### src/gdbl_pkg.sv
package gdbl_pkg;

    // Fixed field widths of the register file.
    localparam int COEF_W      = 16;
    localparam int LIMIT_W     = 15;
    localparam int CFG_INDEX_W = 3;
    localparam int CFG_DATA_W  = 16;

    // Defaults for the top-level parameters.
    localparam int DEF_SAMPLE_WIDTH   = 16;
    localparam int DEF_COEF_FRAC_BITS = 14;

    // Register indexes on the configuration channel.
    localparam logic [CFG_INDEX_W-1:0] REG_COEF_B0   = 3'd0;
    localparam logic [CFG_INDEX_W-1:0] REG_COEF_B1   = 3'd1;
    localparam logic [CFG_INDEX_W-1:0] REG_COEF_B2   = 3'd2;
    localparam logic [CFG_INDEX_W-1:0] REG_COEF_A1   = 3'd3;
    localparam logic [CFG_INDEX_W-1:0] REG_COEF_A2   = 3'd4;
    localparam logic [CFG_INDEX_W-1:0] REG_ABS_LIMIT = 3'd5;

    // Reset values of the registers.
    localparam logic [COEF_W-1:0]  RST_COEF_B0   = 16'h4000;
    localparam logic [COEF_W-1:0]  RST_COEF_B1   = 16'h0000;
    localparam logic [COEF_W-1:0]  RST_COEF_B2   = 16'h0000;
    localparam logic [COEF_W-1:0]  RST_COEF_A1   = 16'h0000;
    localparam logic [COEF_W-1:0]  RST_COEF_A2   = 16'h0000;
    localparam logic [LIMIT_W-1:0] RST_ABS_LIMIT = 15'h7FFF;

    // Coefficient set shared by both lanes, signed Q2.14.
    typedef struct packed {
        logic [COEF_W-1:0] b0;
        logic [COEF_W-1:0] b1;
        logic [COEF_W-1:0] b2;
        logic [COEF_W-1:0] a1;
        logic [COEF_W-1:0] a2;
    } coef_set_t;

endpackage

### src/gdbl_result_if.sv
interface gdbl_result_if #(
    parameter int W = 16
);
    logic                valid;
    logic                ready;
    logic signed [W-1:0] filtered_x;
    logic signed [W-1:0] filtered_y;
    logic                sample_ok;

    modport source (output valid, output filtered_x, output filtered_y, output sample_ok,
                    input ready);
    modport sink   (input valid, input filtered_x, input filtered_y, input sample_ok,
                    output ready);
endinterface

### src/gdbl_merge.sv
module gdbl_merge
    import gdbl_pkg::*;
#(
    parameter int SAMPLE_WIDTH = DEF_SAMPLE_WIDTH
) (
    input  logic                           clk,
    input  logic                           rst_n,
    input  logic                           in_valid,
    output logic                           in_ready,
    input  logic                           in_range_x,
    input  logic                           in_range_y,
    input  logic signed [SAMPLE_WIDTH-1:0] value_x,
    input  logic signed [SAMPLE_WIDTH-1:0] value_y,
    output logic                           commit,
    gdbl_result_if.source                  result_out
);

    logic                           out_valid_reg, out_valid_next;
    logic signed [SAMPLE_WIDTH-1:0] fx_reg, fy_reg;
    logic                           ok_reg;
    logic                           beat, ok;

    // Take a new beat whenever the output register is empty or drains now.
    assign in_ready       = !out_valid_reg || result_out.ready;
    assign beat           = in_valid && in_ready;
    assign ok             = in_range_x && in_range_y;
    assign commit         = beat && ok;
    assign out_valid_next = in_ready ? in_valid : out_valid_reg;

    always_ff @(posedge clk or negedge rst_n)
    begin
        if (!rst_n)
        begin
            out_valid_reg <= 1'b0;
        end
        else
        begin
            out_valid_reg <= out_valid_next;
        end
    end

    // Rejected samples report zero on both axes.
    always_ff @(posedge clk)
    begin
        if (beat)
        begin
            fx_reg <= ok ? value_x : '0;
            fy_reg <= ok ? value_y : '0;
            ok_reg <= ok;
        end
    end

    assign result_out.valid      = out_valid_reg;
    assign result_out.filtered_x = fx_reg;
    assign result_out.filtered_y = fy_reg;
    assign result_out.sample_ok  = ok_reg;

endmodule

### src/flat_wrapper.sv
// flat-port wrapper written by rule: the top's interface ports become plain ports
module gdbl_merge_flat import gdbl_pkg::*;
#(
    parameter int SAMPLE_WIDTH = DEF_SAMPLE_WIDTH
)
  (clk, rst_n, in_valid, in_ready, in_range_x, in_range_y, value_x, value_y, commit, result_out_valid, result_out_filtered_x, result_out_filtered_y, result_out_sample_ok, result_out_ready);
  gdbl_result_if result_out_i ();
  input  logic clk;
  input  logic rst_n;
  input  logic in_valid;
  output logic in_ready;
  input  logic in_range_x;
  input  logic in_range_y;
  input  logic signed [SAMPLE_WIDTH-1:0] value_x;
  input  logic signed [SAMPLE_WIDTH-1:0] value_y;
  output logic commit;
  output wire logic [$bits(result_out_i.valid)-1:0] result_out_valid;
  output wire logic [$bits(result_out_i.filtered_x)-1:0] result_out_filtered_x;
  output wire logic [$bits(result_out_i.filtered_y)-1:0] result_out_filtered_y;
  output wire logic [$bits(result_out_i.sample_ok)-1:0] result_out_sample_ok;
  input wire logic [$bits(result_out_i.ready)-1:0] result_out_ready;
  assign result_out_valid = result_out_i.valid;
  assign result_out_filtered_x = result_out_i.filtered_x;
  assign result_out_filtered_y = result_out_i.filtered_y;
  assign result_out_sample_ok = result_out_i.sample_ok;
  assign result_out_i.ready = result_out_ready;
  gdbl_merge #(.SAMPLE_WIDTH(SAMPLE_WIDTH)) u_core (.clk(clk), .rst_n(rst_n), .in_valid(in_valid), .in_ready(in_ready), .in_range_x(in_range_x), .in_range_y(in_range_y), .value_x(value_x), .value_y(value_y), .commit(commit), .result_out(result_out_i));
endmodule
### config.mk
export PLATFORM = sky130hd
export DESIGN_NAME = gdbl_merge_flat
export DESIGN_NICKNAME = d
export VERILOG_FILES = /design/src/gdbl_pkg.sv /design/src/gdbl_result_if.sv /design/src/gdbl_merge.sv /design/src/flat_wrapper.sv
export SDC_FILE = /design/constraint.sdc
export NUM_CORES = 1
export LEC_CHECK = 0
export BUFFER_PORTS_ARGS = -buffer_cell sky130_fd_sc_hd__buf_2
export CAP_MARGIN = 15
export CORE_ASPECT_RATIO = 1.1
export CORE_MARGIN = 8
export CORE_UTILIZATION = 46
export DETAILED_ROUTE_END_ITERATION = 7
export HOLD_SLACK_MARGIN = 0.02
export PLACE_DENSITY = 0.83
export SYNTH_ARGS = -nofsm -noshare
export SYNTH_HDL_FRONTEND = slang
export SYNTH_SLANG_ARGS = --single-unit
### constraint.sdc
create_clock -name clk -period 2.5 [get_ports clk]
set_input_delay 0.25 -clock clk [delete_from_list [all_inputs] [get_ports clk]]
set_output_delay 0.25 -clock clk [all_outputs]
set_load 0.02 [all_outputs]
==> metrics.txt, run 1 <==
# TYPE chip_impl_metric gauge
chip_impl_info{name="capturing_element_type_of_the_critical_path",value="primary output"} 1
chip_impl_metric{name="postcts_setup_bufs",unit=""} 0
chip_impl_metric{name="multi_input_comb_area",unit="um^2"} 273
chip_impl_info{name="busiest_layer",value="met2"} 1
chip_impl_metric{name="hold_buffer_count_at_cts",unit=""} 1
chip_impl_metric{name="clock_path_buffers",unit=""} 2
chip_impl_info{name="leading_area_contributor_after_synthesis",value="edfxtp_1"} 1
chip_impl_metric{name="final_hold_viol_count",unit=""} 0
chip_impl_metric{name="cp_num_buf_inv",unit=""} 1
chip_impl_metric{name="num_io_pins",unit=""} 74
chip_impl_metric{name="timing.slew.headroom",unit="%"} 72.2
chip_impl_info{name="tritoncts_clock_tree",value="yes"} 1
chip_impl_metric{name="finalSetupViolCount",unit=""} 0
chip_impl_metric{name="fin_area",unit="um^2"} 1790
chip_impl_metric{name="std_cell_rows",unit=""} 20
chip_impl_metric{name="initial_antenna_violation_count",unit=""} 0
chip_impl_metric{name="syn-mean-instance-area",unit="um^2"} 17.1
chip_impl_info{name="worst_path_dominant_cell_family",value="flip-flops"} 1
chip_impl_info{name="commonest_cells_after_routing_fill_and_taps_aside",value="buf_2, edfxtp_1, and3_2, clkbuf_4"} 1
chip_impl_metric{name="grt_use_total",unit="%"} 13.9
chip_impl_metric{name="first_global_vias",unit=""} 1011
chip_impl_metric{name="peakVddDrop",unit="V"} 0.000650
chip_impl_metric{name="fillerInstances",unit=""} 207
chip_impl_metric{name="portBuffers",unit=""} 73
chip_impl_metric{name="dpl_cell_area",unit="um^2"} 1700
chip_impl_metric{name="drive_above_1_share",unit="%"} 74.7
chip_impl_metric{name="area.sequential",unit="um^2"} 1020
chip_impl_metric{name="route.antenna.remaining_nets",unit=""} 0
chip_impl_metric{name="ff2ff_setup_slack",unit="ns"} 1.15
chip_impl_metric{name="coreArea",unit="um^2"} 2750
chip_impl_info{name="worst_hold_path_type",value="in2reg"} 1
chip_impl_metric{name="worstSkewPairLatency",unit="ns"} 0.33
chip_impl_metric{name="slew_viol_final",unit=""} 0
chip_impl_metric{name="tightestPinTransition",unit="ns"} 0.416
chip_impl_metric{name="post-route-min-period",unit="ns"} 1.39
chip_impl_metric{name="compound_cell_area_share_of_the_yosys_netlist",unit="%"} 0
chip_impl_metric{name="worstPathRequired",unit="ns"} 2.25
chip_impl_metric{name="initial_standard_cell_utilization_of_the_core",unit="%"} 47.9
chip_impl_metric{name="final_min_period_over_clock_period",unit="%"} 55.8
chip_impl_metric{name="netlist.area_leader.share",unit="%"} 75.1
chip_impl_metric{name="dr.first_iter.drc_count",unit=""} 36
chip_impl_metric{name="die_width",unit="um"} 67.1
chip_impl_metric{name="wl_per_cell",unit="um"} 17.5
chip_impl_metric{name="drv_cap",unit=""} 0
chip_impl_info{name="outcome",value="complete, no violations"} 1
chip_impl_metric{name="final_nets",unit=""} 191
chip_impl_metric{name="synth-seq-cells",unit=""} 34
chip_impl_metric{name="synthesis.nets",unit=""} 115
chip_impl_metric{name="detailroute.via_count",unit=""} 937
chip_impl_metric{name="max_freq",unit="MHz"} 717
chip_impl_metric{name="area_delta_synth_final",unit="%"} 35.8
chip_impl_metric{name="grt_use_met2",unit="%"} 23.4
chip_impl_metric{name="grt_use_met3",unit="%"} 7.24
chip_impl_metric{name="muxShareOfSynthArea",unit="%"} 0
chip_impl_metric{name="synth_xor_xnor_area_share",unit="%"} 0
chip_impl_info{name="synth.area.top_cells",value="edfxtp_1, and3_2, dfrtp_1, buf_2, clkbuf_2"} 1
chip_impl_metric{name="detail_route.first_pass.iterations",unit=""} 4
chip_impl_metric{name="cts_max_level",unit=""} 2
chip_impl_metric{name="p_leak",unit="nW"} 0.874
chip_impl_metric{name="chipHeight",unit="um"} 72.2
chip_impl_info{name="dominant_combinational_cell_family_by_area_after_synthesis",value="simple AND/OR/NAND/NOR gates"} 1
chip_impl_metric{name="worst_clock_skew",unit="ns"} 0.00496
chip_impl_metric{name="synth.yosys.seq_area_share",unit="%"} 77.0
chip_impl_metric{name="cts.sinks",unit=""} 34
chip_impl_metric{name="synthesis.instances",unit=""} 77
chip_impl_metric{name="grtUsageMet1",unit="%"} 13.6
chip_impl_metric{name="adder_cell_area_share_of_the_yosys_netlist",unit="%"} 0
chip_impl_metric{name="timing.setup.tns",unit="ns"} 0
chip_impl_metric{name="dieArea",unit="um^2"} 4840
chip_impl_metric{name="gp_routability_congestion",unit=""} 0.760
chip_impl_metric{name="detail_route.vias_per_cell",unit=""} 5.01
chip_impl_metric{name="clk_transition_reported_paths",unit="ns"} 0.10
chip_impl_metric{name="remaining_drc_errors",unit=""} 0
chip_impl_metric{name="antenna-diode-count",unit=""} 0
chip_impl_metric{name="grt_start_max_net_pins",unit=""} 34
chip_impl_info{name="clock_tree_root",value="clkbuf_4"} 1
chip_impl_metric{name="global_route_overflow",unit=""} 0
chip_impl_metric{name="critical_path.max_fanout",unit=""} 4
chip_impl_info{name="start_kind",value="flip-flop"} 1
chip_impl_metric{name="cts-buffers-inserted",unit=""} 5
chip_impl_info{name="crit_type",value="reg2out"} 1
chip_impl_info{name="mostFrequentLayoutCell",value="buf_2"} 1
chip_impl_metric{name="yosysWarningCount",unit=""} 0
chip_impl_metric{name="cts_resized",unit=""} 0
chip_impl_metric{name="finalWirelength",unit="mm"} 3.27
chip_impl_metric{name="synth.distinct_cells",unit=""} 9
chip_impl_info{name="crit_path_cell_trace",value="nand2b_1, and3_1, buf_2"} 1
chip_impl_info{name="unrepaired_setup_endpoints_after_global_routing",value="no"} 1
chip_impl_metric{name="worst_ep_arrival_time",unit="ns"} 1.14
chip_impl_metric{name="power.density",unit="nW/um^2"} 671
chip_impl_metric{name="highest_cell_delay_on_the_worst_timing_path",unit="ns"} 0.39
chip_impl_info{name="cp_slowest_cell",value="dfrtp_1"} 1
chip_impl_metric{name="synth-simple-area-share",unit="%"} 20.7
chip_impl_metric{name="wire_length_of_the_first_global_routing_pass",unit="mm"} 4.91
chip_impl_metric{name="synth.cell_area",unit="um^2"} 1320
-- area by class of cell --
cell class                      count  area share [%]
Sequential cell                    34            56.7
Timing Repair Buffer               75            21.4
Multi-Input combinational cell     37            15.2
Tap cell                           33            2.31
Clock inverter                      3            2.24
Clock buffer                        5            2.10
-- metal layers --
| metal | vias up | share of wire, % |
|---|---|---|
| met5 | - | 0 |
| met4 | 0 | 1.9 |
| met3 | 5 | 10 |
| met2 | 46 | 53 |
| met1 | 441 | 35 |
| li1 | 445 | - |
-- registers in the layout, summed over array words and instances, names as in the netlist --
name / cells
u_core.result_out.valid: 1
u_core.result_out.sample_ok: 1
u_core.result_out.filtered_y: 16
u_core.result_out.filtered_x: 16
-- cells in the mapped netlist --
master,instances
and2_1,1
clkbuf_2,3
and3_1,1
nand2b_1,2
and2_2,1
buf_2,3
and3_2,32
dfrtp_1,1
edfxtp_1,33
-- through the flow --
stage	util (%)	total power, W	instances	hold WS (ns)	setup WS, ns
floorplan	-	0.000763	77	-0.0456	0.537
global placement	61.9	0.000824	178	0.0247	1.16
detailed placement	61.9	0.000832	178	0.0255	1.13
CTS	65.0	0.00122	187	0.115	1.08
global route	65.0	0.00125	187	0.101	1.03
finish	65.0	0.00120	187	0.131	1.11
-- power by group --
part | total [W] | leakage (nW) | internal (W) | switching [W]
Combinational | 0.000149 | 0.490 | 0.0000588 | 0.0000900
Sequential | 0.000668 | 0.338 | 0.000660 | 0.00000822
Clock | 0.000384 | 0.0450 | 0.000207 | 0.000177
Total | 0.00120 | 0.874 | 0.000926 | 0.000276
-- cell families (layout without fill, tap and decap cells) --
logic type,after synthesis,count (layout)
buffers and inverters,6,83
AND/OR/NAND/NOR,37,37
flip-flops,34,34
-- worst register-to-register path, stage by stage (launching register included) --
cell	delay (ns)
dfrtp_1	0.39
nand2b_1	0.11
and2_1	0.14
buf_4	0.37
-- final timing paths --
kind                       cells after the start                                       endpoint                           startpoint
max in group asynchronous                      2            u_core.result_out.valid$_DFFE_PN0P_                                rst_n
min reg2reg                                    2            u_core.result_out.valid$_DFFE_PN0P_  u_core.result_out.valid$_DFFE_PN0P_
max reg2reg                                    3  u_core.result_out.filtered_y[6]$_SDFFCE_PN0P_  u_core.result_out.valid$_DFFE_PN0P_
min                                            2            u_core.result_out.valid$_DFFE_PN0P_                             in_valid
max                                            3                                         commit  u_core.result_out.valid$_DFFE_PN0P_
min in group asynchronous                      2            u_core.result_out.valid$_DFFE_PN0P_                                rst_n
Power figures use the tool's default switching activity.
==> run 2, diff against run 1 <==
CORE_UTILIZATION = 43   (was 46)
PLACE_DENSITY = 0.78   (was 0.83)
clock period = 1.35 ns   (was 2.5 ns; I/O delays follow)
==> metrics.txt, run 2 (synthesized netlist as in run 1, its figures left out) <==
# TYPE chip_impl_metric gauge
chip_impl_metric{name="detail_route.first_pass.iterations",unit=""} 4
chip_impl_metric{name="gp_routability_congestion",unit=""} 0.762
chip_impl_metric{name="holdWs",unit="ns"} 0.0922
chip_impl_metric{name="num_io_pins",unit=""} 74
chip_impl_metric{name="first_global_vias",unit=""} 1009
chip_impl_info{name="clock_tree_root",value="clkbuf_4"} 1
chip_impl_metric{name="wl_per_cell",unit="um"} 16.8
chip_impl_metric{name="dpl_cell_area",unit="um^2"} 1700
chip_impl_metric{name="clk_transition_reported_paths",unit="ns"} 0.10
chip_impl_metric{name="post-dp-hpwl",unit="mm"} 2.32
chip_impl_metric{name="detailroute.via_count",unit=""} 911
chip_impl_metric{name="design_power_total",unit="W"} 0.00219
chip_impl_metric{name="grt_use_met2",unit="%"} 20.6
chip_impl_metric{name="max_freq",unit="MHz"} 789
chip_impl_metric{name="die_width",unit="um"} 68.8
chip_impl_metric{name="initial_antenna_violation_count",unit=""} 0
chip_impl_metric{name="finalSetupViolCount",unit=""} 0
chip_impl_metric{name="fin_area",unit="um^2"} 1800
chip_impl_info{name="start_kind",value="flip-flop"} 1
chip_impl_info{name="capturing_element_type_of_the_critical_path",value="flip-flop"} 1
chip_impl_metric{name="slew_viol_final",unit=""} 0
chip_impl_metric{name="clock_path_buffers",unit=""} 2
chip_impl_metric{name="worstPathRequired",unit="ns"} 1.34
chip_impl_metric{name="cts_resized",unit=""} 0
chip_impl_metric{name="drive_above_1_share",unit="%"} 75.3
chip_impl_metric{name="cts_max_level",unit=""} 2
chip_impl_info{name="mostFrequentLayoutCell",value="buf_2"} 1
chip_impl_info{name="outcome",value="complete, no violations"} 1
chip_impl_metric{name="route.antenna.remaining_nets",unit=""} 0
chip_impl_metric{name="power.density",unit="nW/um^2"} 1210
chip_impl_info{name="worst_hold_path_type",value="in2reg"} 1
chip_impl_metric{name="timing.slew.headroom",unit="%"} 71.6
chip_impl_info{name="unrepaired_setup_endpoints_after_global_routing",value="no"} 1
chip_impl_metric{name="tightestPinTransition",unit="ns"} 0.427
chip_impl_metric{name="cts.sinks",unit=""} 34
chip_impl_metric{name="worstSkewPairLatency",unit="ns"} 0.33
chip_impl_metric{name="dp.cells",unit=""} 178
chip_impl_metric{name="post-route-min-period",unit="ns"} 1.27
chip_impl_metric{name="p_leak",unit="nW"} 0.875
chip_impl_info{name="tritoncts_clock_tree",value="yes"} 1
chip_impl_metric{name="dr.first_iter.drc_count",unit=""} 30
chip_impl_metric{name="grt_start_max_net_pins",unit=""} 34
chip_impl_metric{name="initial_standard_cell_utilization_of_the_core",unit="%"} 44.0
chip_impl_metric{name="finalWirelength",unit="mm"} 3.16
chip_impl_metric{name="grt_use_total",unit="%"} 12.7
chip_impl_info{name="crit_type",value="reg2reg"} 1
chip_impl_metric{name="final_hold_viol_count",unit=""} 0
chip_impl_metric{name="detail_route.vias_per_cell",unit=""} 4.85
chip_impl_metric{name="remaining_drc_errors",unit=""} 0
chip_impl_metric{name="cts-buffers-inserted",unit=""} 5
chip_impl_metric{name="global_route_overflow",unit=""} 0
chip_impl_metric{name="wire_length_of_the_first_global_routing_pass",unit="mm"} 4.67
chip_impl_metric{name="worst_ep_arrival_time",unit="ns"} 1.25
chip_impl_metric{name="dieArea",unit="um^2"} 5100
chip_impl_info{name="commonest_cells_after_routing_fill_and_taps_aside",value="buf_2, edfxtp_1, and3_2, clkbuf_4, clkbuf_8"} 1
chip_impl_metric{name="area_delta_synth_final",unit="%"} 36.5
chip_impl_metric{name="std_cell_rows",unit=""} 21
chip_impl_metric{name="coreArea",unit="um^2"} 3000
chip_impl_metric{name="critical_path.max_fanout",unit=""} 33
chip_impl_metric{name="worst_clock_skew",unit="ns"} 0.00767
chip_impl_metric{name="timing.setup.tns",unit="ns"} 0
chip_impl_metric{name="final_min_period_over_clock_period",unit="%"} 93.9
chip_impl_metric{name="grt_use_met3",unit="%"} 6.02
chip_impl_info{name="busiest_layer",value="met2"} 1
chip_impl_metric{name="final_nets",unit=""} 191
chip_impl_metric{name="postcts_setup_bufs",unit=""} 0
chip_impl_metric{name="grtUsageMet1",unit="%"} 13.0
chip_impl_metric{name="finish.cell_count_without_fillers",unit=""} 188
chip_impl_metric{name="peakVddDrop",unit="V"} 0.000856
chip_impl_metric{name="portBuffers",unit=""} 73
chip_impl_metric{name="ff2ff_setup_slack",unit="ns"} 0.08
chip_impl_metric{name="antenna-diode-count",unit=""} 0
chip_impl_metric{name="drv_cap",unit=""} 0
chip_impl_metric{name="chipHeight",unit="um"} 74.1
-- run 2: cell type report --
cell class	count	area, um^2
Clock buffer	8	78.8
Timing Repair Buffer	75	385
Tap cell	34	42.5
Multi-Input combinational cell	37	278
Sequential cell	34	1020
Fill cell	253	1190
-- run 2: worst paths after layout --
kind | start | end | cells after the start
setup / recovery | u_core.result_out.valid$_DFFE_PN0P_ | u_core.result_out.filtered_x[14]$_SDFFCE_PN0P_ | 2
hold / removal | result_out_ready | u_core.result_out.valid$_DFFE_PN0P_ | 3
setup reg to reg | u_core.result_out.valid$_DFFE_PN0P_ | u_core.result_out.filtered_x[14]$_SDFFCE_PN0P_ | 2
hold reg to reg | u_core.result_out.valid$_DFFE_PN0P_ | u_core.result_out.valid$_DFFE_PN0P_ | 2
max in group asynchronous | rst_n | u_core.result_out.valid$_DFFE_PN0P_ | 2
min in group asynchronous | rst_n | u_core.result_out.valid$_DFFE_PN0P_ | 2
-- run 2: critical path, stage by stage (launching register included) --
cell      delay (ns)
dfrtp_1         0.40
nand2b_2        0.09
and2_4          0.42
-- run 2: metrics by stage --
step | setup slack [ns] | util [%]
final | 0.0822 | 60.1
after global routing | 0.0140 | 60.1
after CTS | 0.0699 | 60.1
after detailed placement | 0.102 | 56.8
after global placement | 0.142 | 56.8
after floorplan | 0.0118 | -
-- run 2: power by group --
group | internal [W] | total (W) | switching, W
combinational | 0.000111 | 0.000276 | 0.000165
sequential | 0.00122 | 0.00124 | 0.0000145
clock | 0.000356 | 0.000675 | 0.000319
total | 0.00169 | 0.00219 | 0.000499
-- run 2: timing repair --
action                                  4_1_cts  5_1_grt
endpoints found under the setup margin        0        0
hold buffers                                  2        0
hold endpoints to repair                      2        0
-- run 2: routing by layer --
metal	part of all wire [%]	routed length, um	vias to the layer above
li1	-	-	443
met1	37	1160	411
met2	49	1540	48
met3	12	364	9
met4	2.7	85	0
met5	0	0	-
